[src/rtl/core/utt_pkg.sv]
// shared types, constants and byte encoding functions of the transcoder
`timescale 1ns / 1ps
`default_nettype none

package utt_pkg;

  localparam int unsigned QueueDepthDefault = 2;

  localparam logic [15:0] LeadLo  = 16'hD800;
  localparam logic [15:0] LeadHi  = 16'hDBFF;
  localparam logic [15:0] TrailLo = 16'hDC00;
  localparam logic [15:0] TrailHi = 16'hDFFF;
  localparam logic [20:0] SuppBase = 21'h10000;
  localparam logic [20:0] ReplCp   = 21'h00FFFD;

  localparam logic [7:0] ReplB0   = 8'hEF;
  localparam logic [7:0] ReplB1   = 8'hBF;
  localparam logic [7:0] ReplB2   = 8'hBD;
  localparam logic [7:0] Lead2    = 8'hC0;
  localparam logic [7:0] Lead3    = 8'hE0;
  localparam logic [7:0] Lead4    = 8'hF0;
  localparam logic [7:0] ContMark = 8'h80;

  localparam logic [2:0] LenOne   = 3'd1;
  localparam logic [2:0] LenTwo   = 3'd2;
  localparam logic [2:0] LenThree = 3'd3;
  localparam logic [2:0] LenFour  = 3'd4;

  // one request's worth of output: optional replacement first, then one code point
  typedef struct packed {
    logic        pre;
    logic [20:0] cp;
    logic [2:0]  len;
    logic        last;
  } utt_job_t;

  function automatic logic [7:0] repl_byte(input logic [1:0] idx);
    logic [7:0] b;
    case (idx)
      2'd0:    b = ReplB0;
      2'd1:    b = ReplB1;
      default: b = ReplB2;
    endcase
    return b;
  endfunction

  function automatic logic [7:0] enc_byte(input logic [20:0] cp, input logic [2:0] len,
                                          input logic [1:0] idx);
    logic [7:0] b;
    b = 8'h00;
    case (len)
      LenOne: b = {1'b0, cp[6:0]};
      LenTwo: begin
        case (idx)
          2'd0:    b = Lead2 | {3'b000, cp[10:6]};
          default: b = ContMark | {2'b00, cp[5:0]};
        endcase
      end
      LenThree: begin
        case (idx)
          2'd0:    b = Lead3 | {4'b0000, cp[15:12]};
          2'd1:    b = ContMark | {2'b00, cp[11:6]};
          default: b = ContMark | {2'b00, cp[5:0]};
        endcase
      end
      default: begin
        case (idx)
          2'd0:    b = Lead4 | {5'b00000, cp[20:18]};
          2'd1:    b = ContMark | {2'b00, cp[17:12]};
          2'd2:    b = ContMark | {2'b00, cp[11:6]};
          default: b = ContMark | {2'b00, cp[5:0]};
        endcase
      end
    endcase
    return b;
  endfunction

endpackage

`default_nettype wire

[src/rtl/core/utt_front.sv]
// front end: surrogate pairing and classification of code units into jobs
`timescale 1ns / 1ps
`default_nettype none

module utt_front
  import utt_pkg::*;
(
  input  wire logic        clk_i,
  input  wire logic        rst_ni,
  input  wire logic        accept_i,
  input  wire logic [15:0] code_unit_i,
  input  wire logic        string_end_i,
  output utt_job_t         job_o,
  output logic             job_valid_o
);

  logic       pending_q, pending_d;
  logic [9:0] held_q, held_d;
  logic       is_lead, is_trail;
  utt_job_t   job;
  logic       main_valid;

  assign is_lead  = (code_unit_i >= LeadLo) && (code_unit_i <= LeadHi);
  assign is_trail = (code_unit_i >= TrailLo) && (code_unit_i <= TrailHi);

  always_comb begin
    job        = '0;
    job.last   = string_end_i;
    main_valid = 1'b1;
    pending_d  = 1'b0;
    held_d     = held_q;
    if (pending_q && is_trail) begin
      job.cp  = SuppBase + {1'b0, held_q, code_unit_i[9:0]};
      job.len = LenFour;
    end else begin
      job.pre = pending_q;
      if (is_lead) begin
        if (string_end_i) begin
          job.cp  = ReplCp;
          job.len = LenThree;
        end else begin
          main_valid = 1'b0;
          pending_d  = 1'b1;
          held_d     = code_unit_i[9:0];
        end
      end else if (is_trail) begin
        job.cp  = ReplCp;
        job.len = LenThree;
      end else begin
        job.cp = {5'b00000, code_unit_i};
        if (code_unit_i < 16'h0080) begin
          job.len = LenOne;
        end else if (code_unit_i < 16'h0800) begin
          job.len = LenTwo;
        end else begin
          job.len = LenThree;
        end
      end
      // only the replacement is left: make it the main sequence
      if (!main_valid && job.pre) begin
        job.pre    = 1'b0;
        job.cp     = ReplCp;
        job.len    = LenThree;
        main_valid = 1'b1;
      end
    end
  end

  assign job_o       = job;
  assign job_valid_o = accept_i && main_valid;

  always_ff @(posedge clk_i or negedge rst_ni) begin
    if (!rst_ni) begin
      pending_q <= 1'b0;
    end else if (accept_i) begin
      pending_q <= pending_d;
    end
  end

  always_ff @(posedge clk_i) begin
    if (accept_i) begin
      held_q <= held_d;
    end
  end

endmodule

`default_nettype wire

[src/rtl/core/utt_queue.sv]
// small job queue between front end and byte serializer
`timescale 1ns / 1ps
`default_nettype none

module utt_queue
  import utt_pkg::*;
#(
  parameter int unsigned Depth = QueueDepthDefault
) (
  input  wire logic     clk_i,
  input  wire logic     rst_ni,
  input  wire logic     push_i,
  input  wire utt_job_t data_i,
  output logic          full_o,
  input  wire logic     pop_i,
  output utt_job_t      data_o,
  output logic          valid_o
);

  localparam int unsigned PtrW = (Depth > 1) ? $clog2(Depth) : 1;
  localparam int unsigned CntW = $clog2(Depth + 1);

  utt_job_t mem_q [Depth];
  logic [PtrW-1:0] wr_ptr_q, rd_ptr_q;
  logic [CntW-1:0] count_q;
  logic            do_push, do_pop;

  assign full_o  = (count_q == CntW'(Depth));
  assign valid_o = (count_q != '0);
  assign data_o  = mem_q[rd_ptr_q];
  assign do_push = push_i && !full_o;
  assign do_pop  = pop_i && valid_o;

  always_ff @(posedge clk_i or negedge rst_ni) begin
    if (!rst_ni) begin
      wr_ptr_q <= '0;
      rd_ptr_q <= '0;
      count_q  <= '0;
    end else begin
      if (do_push) begin
        wr_ptr_q <= (wr_ptr_q == PtrW'(Depth - 1)) ? '0 : wr_ptr_q + 1'b1;
      end
      if (do_pop) begin
        rd_ptr_q <= (rd_ptr_q == PtrW'(Depth - 1)) ? '0 : rd_ptr_q + 1'b1;
      end
      if (do_push && !do_pop) begin
        count_q <= count_q + 1'b1;
      end else if (do_pop && !do_push) begin
        count_q <= count_q - 1'b1;
      end
    end
  end

  always_ff @(posedge clk_i) begin
    if (do_push) begin
      mem_q[wr_ptr_q] <= data_i;
    end
  end

endmodule

`default_nettype wire

[src/rtl/core/utt_back.sv]
// back end: serializes queued jobs into UTF-8 bytes through an output register
`timescale 1ns / 1ps
`default_nettype none

module utt_back
  import utt_pkg::*;
(
  input  wire logic     clk_i,
  input  wire logic     rst_ni,
  input  wire utt_job_t job_i,
  input  wire logic     job_valid_i,
  output logic          job_pop_o,
  output logic          out_valid_o,
  input  wire logic     out_ready_i,
  output logic [7:0]    utf8_byte_o,
  output logic          run_last_o,
  output logic          text_end_o
);

  logic       pre_done_q, pre_done_d;
  logic [1:0] idx_q, idx_d;
  logic       valid_q;
  logic [7:0] byte_q;
  logic       run_last_q, text_end_q;
  logic       out_free, step, pre_act, run_end;
  logic [7:0] cur_byte;

  assign out_free = !valid_q || out_ready_i;
  assign step     = job_valid_i && out_free;
  assign pre_act  = job_i.pre && !pre_done_q;
  assign run_end  = !pre_act && ({1'b0, idx_q} == (job_i.len - 3'd1));
  assign cur_byte = pre_act ? repl_byte(idx_q) : enc_byte(job_i.cp, job_i.len, idx_q);

  always_comb begin
    pre_done_d = pre_done_q;
    idx_d      = idx_q;
    job_pop_o  = 1'b0;
    if (step) begin
      if (pre_act && (idx_q == 2'd2)) begin
        // replacement prefix done, start the code point itself
        pre_done_d = 1'b1;
        idx_d      = 2'd0;
      end else if (run_end) begin
        pre_done_d = 1'b0;
        idx_d      = 2'd0;
        job_pop_o  = 1'b1;
      end else begin
        idx_d = idx_q + 2'd1;
      end
    end
  end

  always_ff @(posedge clk_i or negedge rst_ni) begin
    if (!rst_ni) begin
      pre_done_q <= 1'b0;
      idx_q      <= 2'd0;
      valid_q    <= 1'b0;
    end else begin
      pre_done_q <= pre_done_d;
      idx_q      <= idx_d;
      if (out_free) begin
        valid_q <= job_valid_i;
      end
    end
  end

  always_ff @(posedge clk_i) begin
    if (step) begin
      byte_q     <= cur_byte;
      run_last_q <= run_end;
      text_end_q <= run_end && job_i.last;
    end
  end

  assign out_valid_o = valid_q;
  assign utf8_byte_o = byte_q;
  assign run_last_o  = run_last_q;
  assign text_end_o  = text_end_q;

endmodule

`default_nettype wire

[src/rtl/core/utf16_to_utf8_transcoder_top.sv]
// UTF-16 to UTF-8 transcoder: requests pass the job queue, then the output register
// throughput one output byte per cycle while out_ready_i holds; a code unit gives
// 1 to 6 bytes (a held lead surrogate gives none); the one-byte output register sets this
// requests are taken while the job queue has room, even when output stalls
// reset clears the held surrogate flag, the job queue and the output valid
`timescale 1ns / 1ps
`default_nettype none

module utf16_to_utf8_transcoder_top
  import utt_pkg::*;
#(
  parameter int unsigned QueueDepth = QueueDepthDefault
) (
  input  wire logic        clk_i,
  input  wire logic        rst_ni,
  input  wire logic        in_valid_i,
  output logic             in_ready_o,
  input  wire logic [15:0] code_unit_i,
  input  wire logic        string_end_i,
  output logic             out_valid_o,
  input  wire logic        out_ready_i,
  output logic [7:0]       utf8_byte_o,
  output logic             run_last_o,
  output logic             text_end_o
);

  utt_job_t push_job, head_job;
  logic     push_valid, q_full, head_valid, pop;
  logic     accept;

  assign in_ready_o = !q_full;
  assign accept     = in_valid_i && in_ready_o;

  utt_front u_front (
    .clk_i        (clk_i),
    .rst_ni       (rst_ni),
    .accept_i     (accept),
    .code_unit_i  (code_unit_i),
    .string_end_i (string_end_i),
    .job_o        (push_job),
    .job_valid_o  (push_valid)
  );

  utt_queue #(
    .Depth (QueueDepth)
  ) u_queue (
    .clk_i   (clk_i),
    .rst_ni  (rst_ni),
    .push_i  (push_valid),
    .data_i  (push_job),
    .full_o  (q_full),
    .pop_i   (pop),
    .data_o  (head_job),
    .valid_o (head_valid)
  );

  utt_back u_back (
    .clk_i       (clk_i),
    .rst_ni      (rst_ni),
    .job_i       (head_job),
    .job_valid_i (head_valid),
    .job_pop_o   (pop),
    .out_valid_o (out_valid_o),
    .out_ready_i (out_ready_i),
    .utf8_byte_o (utf8_byte_o),
    .run_last_o  (run_last_o),
    .text_end_o  (text_end_o)
  );

endmodule

`default_nettype wire

[config.mk]
export PLATFORM = sky130hd
export DESIGN_NAME = utf16_to_utf8_transcoder_top
export DESIGN_NICKNAME = d
export VERILOG_FILES = /design/src/rtl/core/utt_pkg.sv /design/src/rtl/core/utt_front.sv /design/src/rtl/core/utt_queue.sv /design/src/rtl/core/utt_back.sv /design/src/rtl/core/utf16_to_utf8_transcoder_top.sv
export SDC_FILE = /design/constraint.sdc
export NUM_CORES = 1
export LEC_CHECK = 0
export ABC_AREA = 1
export CAP_MARGIN = 20
export CORE_UTILIZATION = 63
export DETAILED_ROUTE_END_ITERATION = 6
export DONT_BUFFER_PORTS = 1
export GPL_TIMING_DRIVEN = 1
export PLACE_DENSITY = 0.79
export SLEW_MARGIN = 10
export SYNTH_ARGS = -nofsm -noshare
export SYNTH_HDL_FRONTEND = slang
export SYNTH_SLANG_ARGS = --single-unit
[constraint.sdc]
create_clock -name clk_i -period 3.1 [get_ports clk_i]
set_input_delay 0.62 -clock clk_i [delete_from_list [all_inputs] [get_ports clk_i]]
set_output_delay 0.62 -clock clk_i [all_outputs]
set_load 0.01 [all_outputs]
### Word level (Yosys, flattened, before mapping)

Memory sizes are Yosys's and may differ from the RTL's.
Index checks and enable logic that the tools add are counted.

| word-level totals | value |
|---|---|
| flip-flop bits (word level) | 29 |
| RAM bits | 52 |
| output and inout bits | 12 |
| word-level logic and storage cells | 98 |
| memories kept | 1 |

| cells by class | value |
|---|---|
| $add $sub $neg | 7 |
| $lt $le $gt $ge | 6 |
| equality and inequality tests | 7 |
| mux-type cells | 35 |
| bitwise operators | 2 |
| reduce and logical (&&, ||, !) cells | 29 |

Memory list:

| memory | words | bits a word | read ports | clocked after Yosys merged registers in | write ports | line | source |
|---|---|---|---|---|---|---|---|
| u_queue.mem_q | 2 | 26 | 1 | 0 | 1 | utt_queue.sv:23 | `utt_job_t mem_q [Depth];` |

Operators by type and width:

| operator | count |
|---|---|
| $mux 24 | 2 |
| $mux 19 | 2 |
| $ge 16x16->1 const B | 2 |
| $le 16x16->1 const B | 2 |
| $pmux 7 s2 | 2 |
| $mux 25 | 1 |
| $pmux 8 s3 | 1 |
| $add 17x20->21 const A | 1 |
| $pmux 7 s3 | 1 |
| $mux 1 | 19 |
| $lt 16x12->1 const B | 1 |
| $lt 16x8->1 const B | 1 |
| $logic_and 1x1->1 | 15 |
| $mux 2 | 4 |
| $mux 8 | 1 |
| $logic_not 1->1 | 7 |
| $mux 7 | 1 |
| $eq 3x2->1 const B | 2 |
| $reduce_bool 2->1 | 3 |
| $add 2x1->2 const B | 2 |
| $eq 2x2->1 const B | 2 |
| $reduce_and 4->1 | 1 |
| $eq 2x3->1 | 1 |
| $eq 3x1->1 const B | 1 |
| other kinds (9) | 11 |

### Longest topological paths before layout

| depth | value |
|---|---|
| depth in word-level cells | 14 |
| mapped depth | 14 |
| mapped depth without buffers | 14 |

### By module

From an unflattened synthesis, not the netlist that was laid out.

| second synthesis, totals | value |
|---|---|
| cells, all modules | 446 |
| area, all modules | 4247.8 um^2 |

Modules (own cells, without submodules):

| module | times used | cells an instance | area each (um^2) | sequential area each (um^2) |
|---|---|---|---|---|
| utt_queue | 1 | 167 | 2185.8 | 1661.6 |
| utt_back | 1 | 186 | 1261.2 | 400.4 |
| utt_front | 1 | 90 | 787.0 | 325.3 |
| utf16_to_utf8_transcoder_top | 1 | 3 | 13.8 | 0.0 |

### Worst setup path before layout

Ideal clock, no wire load.

| timing | value |
|---|---|
| path type | register to register |
| start point | register u_queue.rd_ptr_q |
| end point | register u_queue.count_q[1] |
| data arrival time | 2493 ps |
| slack | 476 ps |
| stages on the path, launching flop included | 14 |
| path buffers | 1 |
| period minus slack after synthesis | 2624 ps |
| path through | dfrtp_1 inv_2 buf_2 or2_2 o21ai_0 ha_1 xor2_1 o21ai_1 nor2_2 nand3_1 ha_1 a21oi_1 o21ai_0 xor2_1 |

| on the way | value |
|---|---|
| longest elaborated chain between the ends | 11 |
| elaborated cells on any way between the ends | 16 |

Ends and longest elaborated chain:

| what | line | source |
|---|---|---|
| start, declared | utt_queue.sv:24 | `logic [PtrW-1:0] wr_ptr_q, rd_ptr_q;` |
| start signal, assigned | utt_queue.sv:44 | `rd_ptr_q <= (rd_ptr_q == PtrW'(Depth - 1)) ? '0 : rd_ptr_q + 1'b1;` |
| $mem_v2 2x26 (*) | -- |  |
| $sub 3x1->3 or $logic_and 1x1->1 (tied branches) | utt_back.sv:31, utt_back.sv:30 |  |
| $eq 2x3->1 or $logic_not 1->1 (tied branches) | utt_back.sv:31 | `assign run_end = !pre_act && ({1'b0, idx_q} == (job_i.len - 3'd1));` |
| $logic_and 1x1->1 | utt_back.sv:31 |  |
| $mux 1 | utt_back.sv:43 | `end else if (run_end) begin` |
| $mux 1 (*) | utt_back.sv:39 | `if (pre_act && (idx_q == 2'd2)) begin` |
| $mux 1 (*) | utt_back.sv:38 | `if (step) begin` |
| $logic_and 1x1->1 (*) | utt_queue.sv:32 | `assign do_pop = pop_i && valid_o;` |
| $logic_not 1->1 | utt_queue.sv:46 | `if (do_push && !do_pop) begin` |
| $logic_and 1x1->1 | utt_queue.sv:46 |  |
| $mux 2 or $reduce_bool 2->1 (tied branches) | -- |  |
| end signal, assigned | utt_queue.sv:47 | `count_q <= count_q + 1'b1;` |
| end signal, assigned | utt_queue.sv:49 | `count_q <= count_q - 1'b1;` |
| end, declared | utt_queue.sv:25 | `logic [CntW-1:0] count_q;` |

Every way passes the cells marked *; elsewhere a longest branch is shown, timed or not.
A chain may end at the register's enable or synchronous reset.

### Final worst setup path

Same ends and word-level chain as after synthesis.

==> results.ini <==
[finish]
num-fill-cells = 452
fin_util_pct = 70.44
final_cell_area_mm2 = 0.004473
nets = 511
instances_no_fill = 561
layout-drive-gt1-share_pct = 7.851
seq_area_mm2 = 0.002387
n_antenna_cell = 0
syn2layout_area_growth_pct = 7.357
multiInputGateArea_mm2 = 0.001501

[clocking]
clk_latency_ns = 0.36
cts_num_sinks = 81
ctsHoldBuffers = 1
clockBufferDepth = 2
cts_tree = built
cts_setup_buffers = 0
cts_buffers = 9
clk_pin_slew_ns = 0.09
cts_resized = 0
cts-root-buf = clkbuf_8
cts_htree_levels = 3

[synthesis]
synth_edf_count = 72
syn_area_mm2 = 0.004166
synth_most_common_cell = nand2_1
synth_fp_nets = 502
synth_top_area_share_pct = 51.89
yosysWarnings = 0
ys_types = 31
synth_simple_gate_area_share_pct = 27.30
synth_area_leaders = edfxtp_1 (52%), nand2_1 (15%), dfrtp_1 (5.4%)
ys.flop_type = edfxtp_1
synth_mux_area_share_pct = 0
yosysSeqAreaShare_pct = 57.30
synth_compound_area_share_pct = 4.535
synth-seq-cells = 81
synthAdderAreaFrac_pct = 3.303
synth-xor-area-share_pct = 0.8408
synth_top_area_cell = edfxtp_1
synth_cells = 470
synth_common_cells = nand2_1 (170), edfxtp_1 (72), inv_1 (55)
synth_top_family_by_area = simple AND/OR/NAND/NOR gates
syn_area_per_cell_um2 = 8.865
async_flop_share_pct = 11.11

[power_and_ir_drop]
cellPowerDensity_mw_per_mm2 = 945.9
leakage_nw = 2.012
clock_power_share_pct = 18.6
finalPower_mw = 4.231
comb_power_share_pct = 41.1
seqPwrFrac_pct = 40.2
power_switching_mw = 1.761
p_int_mw = 2.470
ir_drop_v = 0.0005972
p_sw_share_pct = 41.62

[place]
dp_hpwl_um = 6138
place_area_mm2 = 0.004263
dp.cells = 544
portBuffers = 0
dp_slack_ns = 0.3257
gp_congestion = 0.8647

[critical_path]
path_cells = inv_2 > or2_2 > o21ai_0 > ha_1 > xor2_1 > o21ai_1 > nor2_2 > nand3_1 > ha_1 > a21oi_1 > o21ai_0 > xor2_1
ff2ff_path_depth = 12
crit_path_start_kind = flop
crit_type = reg -> reg
crit_arrival_ns = 3.04
end_kind = flop
cp.required_ns = 3.34
crit_fanout = 16
cp_slowest_stage_delay_ns = 0.45
crit_slowest_cell = dfrtp_1

[sta]
whs_ns = 0.3480
max_slew_margin_pct = 34.36
skew_ns = 0.009621
min_period_ns = 2.800
hold_viol = 0
rsz0062_at_grt = no
max_freq_mhz = 357.2
fin_crit_sh_pct = 90.32
tightest_slew_ns = 0.9835
finalSetupViolCount = 0
drv_slew = 0
fin_tns_setup_ns = 0
setup_slack_ns = 0.3001

[global_routing]
gr-usage-all-layers_pct = 25.96
antenna_found_initial = 0
grt_max_degree = 27
grt_pass1_vias = 2984
grt-ovfl-total = 0
grt_first_pass_wirelength_um = 13810

[floorplanning]
die_area_mm2 = 0.006943
ios = 33
core_mm2 = 0.006350
start_util_pct = 65.62
die_h_um = 83.33
die_w_um = 83.33
rows = 29

[detailed_routing]
routed_wl_um = 8432
viasPerCell = 5.526
wl_per_cell_um = 15.03
route.met3.wl_um = 528
route.detailed.drc = 0
num_vias = 3100
drtAntennaViolNets = 0
met1Wirelength_um = 3622
drtPass1Iterations = 5
highest_layer = met4
drt_iter0_drc = 231
dr_wl_met2_um = 4013

[run_status]
status = completed

[worst_hold_path]
hold_path_depth = 1
hold_class = in -> reg

[run]
cap_violations = 0

registers in the layout, summed over array words and instances (netlist names):
signal,cells
u_back.text_end_o,1
u_back.out_valid_o,1
u_queue.mem_q,52
u_queue.wr_ptr_q,1
u_back.idx_q,2
u_back.pre_done_q,1
u_front.held_q,10
u_back.run_last_o,1
u_queue.count_q,2
u_back.utf8_byte_o,8
u_front.pending_q,1
u_queue.rd_ptr_q,1
worst paths after layout:
| check | startpoint | end | slack [ns] |
|---|---|---|---|
| worst min-delay path | out_ready_i | u_back.out_valid_o | 0.35 |
| worst max-delay path | u_queue.rd_ptr_q | u_queue.count_q[1] | 0.30 |
| min in group asynchronous | rst_ni | u_queue.rd_ptr_q | 0.65 |
| worst min register to register | u_queue.count_q[0] | u_queue.count_q[0] | 0.48 |
| worst max register to register | u_queue.rd_ptr_q | u_queue.count_q[1] | 0.30 |
| max in group asynchronous | rst_ni | u_queue.wr_ptr_q | 2.12 |
worst max-delay path, delay by kind of cell, from the launching register on:
family | cells | cell delay, ns
xor+xnor | 2 | 0.33
flops | 1 | 0.45
compound gates | 4 | 0.49
buf+inv | 1 | 0.16
fa+ha+maj | 2 | 0.67
simple gates | 3 | 0.59
final cells by class:
| class | instances | share of cell area, % |
|---|---|---|
| flip-flops and latches | 81 | 53.37 |
| clock inverters | 7 | 1.706 |
| well taps | 77 | 2.154 |
| clock buffers | 9 | 2.769 |
| inverters | 60 | 5.035 |
| repair buffers | 8 | 1.399 |
| multi-input cells | 319 | 33.57 |
logic make-up after synthesis:
family / count (synthesis)
adders and majority gates: 11
and+or+nand+nor: 269
buffers and inverters: 70
DFF: 81
xor gates and xnor gates: 4
AOI/OAI and AO/OA: 35
layout by cell type (no fill, tap or decap):
cell type	netlist	final
clkinv_2	0	1
o21ai_2	1	1
nor3_2	1	1
nor3_4	1	1
ha_1	11	11
xor2_1	3	3
nand2_1	170	170
a21oi_1	8	8
dfrtp_1	9	9
inv_1	55	55
or2_1	2	2
nor2_2	2	3
o31ai_1	1	1
nor3_1	3	3
nand3_1	42	42
or2_2	1	1
o211ai_1	3	3
nor2_1	39	38
clkinvlp_4	0	2
buf_4	3	7
nor3b_1	2	2
xnor2_1	1	1
nand4_2	2	2
clkbuf_8	0	9
nor2_4	1	1
o21ai_1	3	3
o21ai_0	19	19
edfxtp_1	72	72
bufinv_16	0	1
nand2_2	2	2
dlygate4sd3_1	0	1
nand4_1	1	1
inv_2	3	3
clkinv_1	2	2
inv_6	0	3
power groups by stage:
stage | Sequential (mW) | Combinational, mW | Clock, mW
finish | 1.70 | 1.74 | 0.788
global route | 1.73 | 1.96 | 0.834
global placement | 1.72 | 1.64 | 0
floorplan | 1.69 | 1.31 | 0
CTS | 1.70 | 1.71 | 0.795
detailed placement | 1.72 | 1.70 | 0
metal layers:
layer / vias to the layer above / track usage [%]
li1: 1544 / -
met1: 1396 / 33.47
met2: 137 / 42.55
met3: 23 / 4.473
met4: 0 / 13.17
met5: - / 0
(Power assumes the default switching activity.)
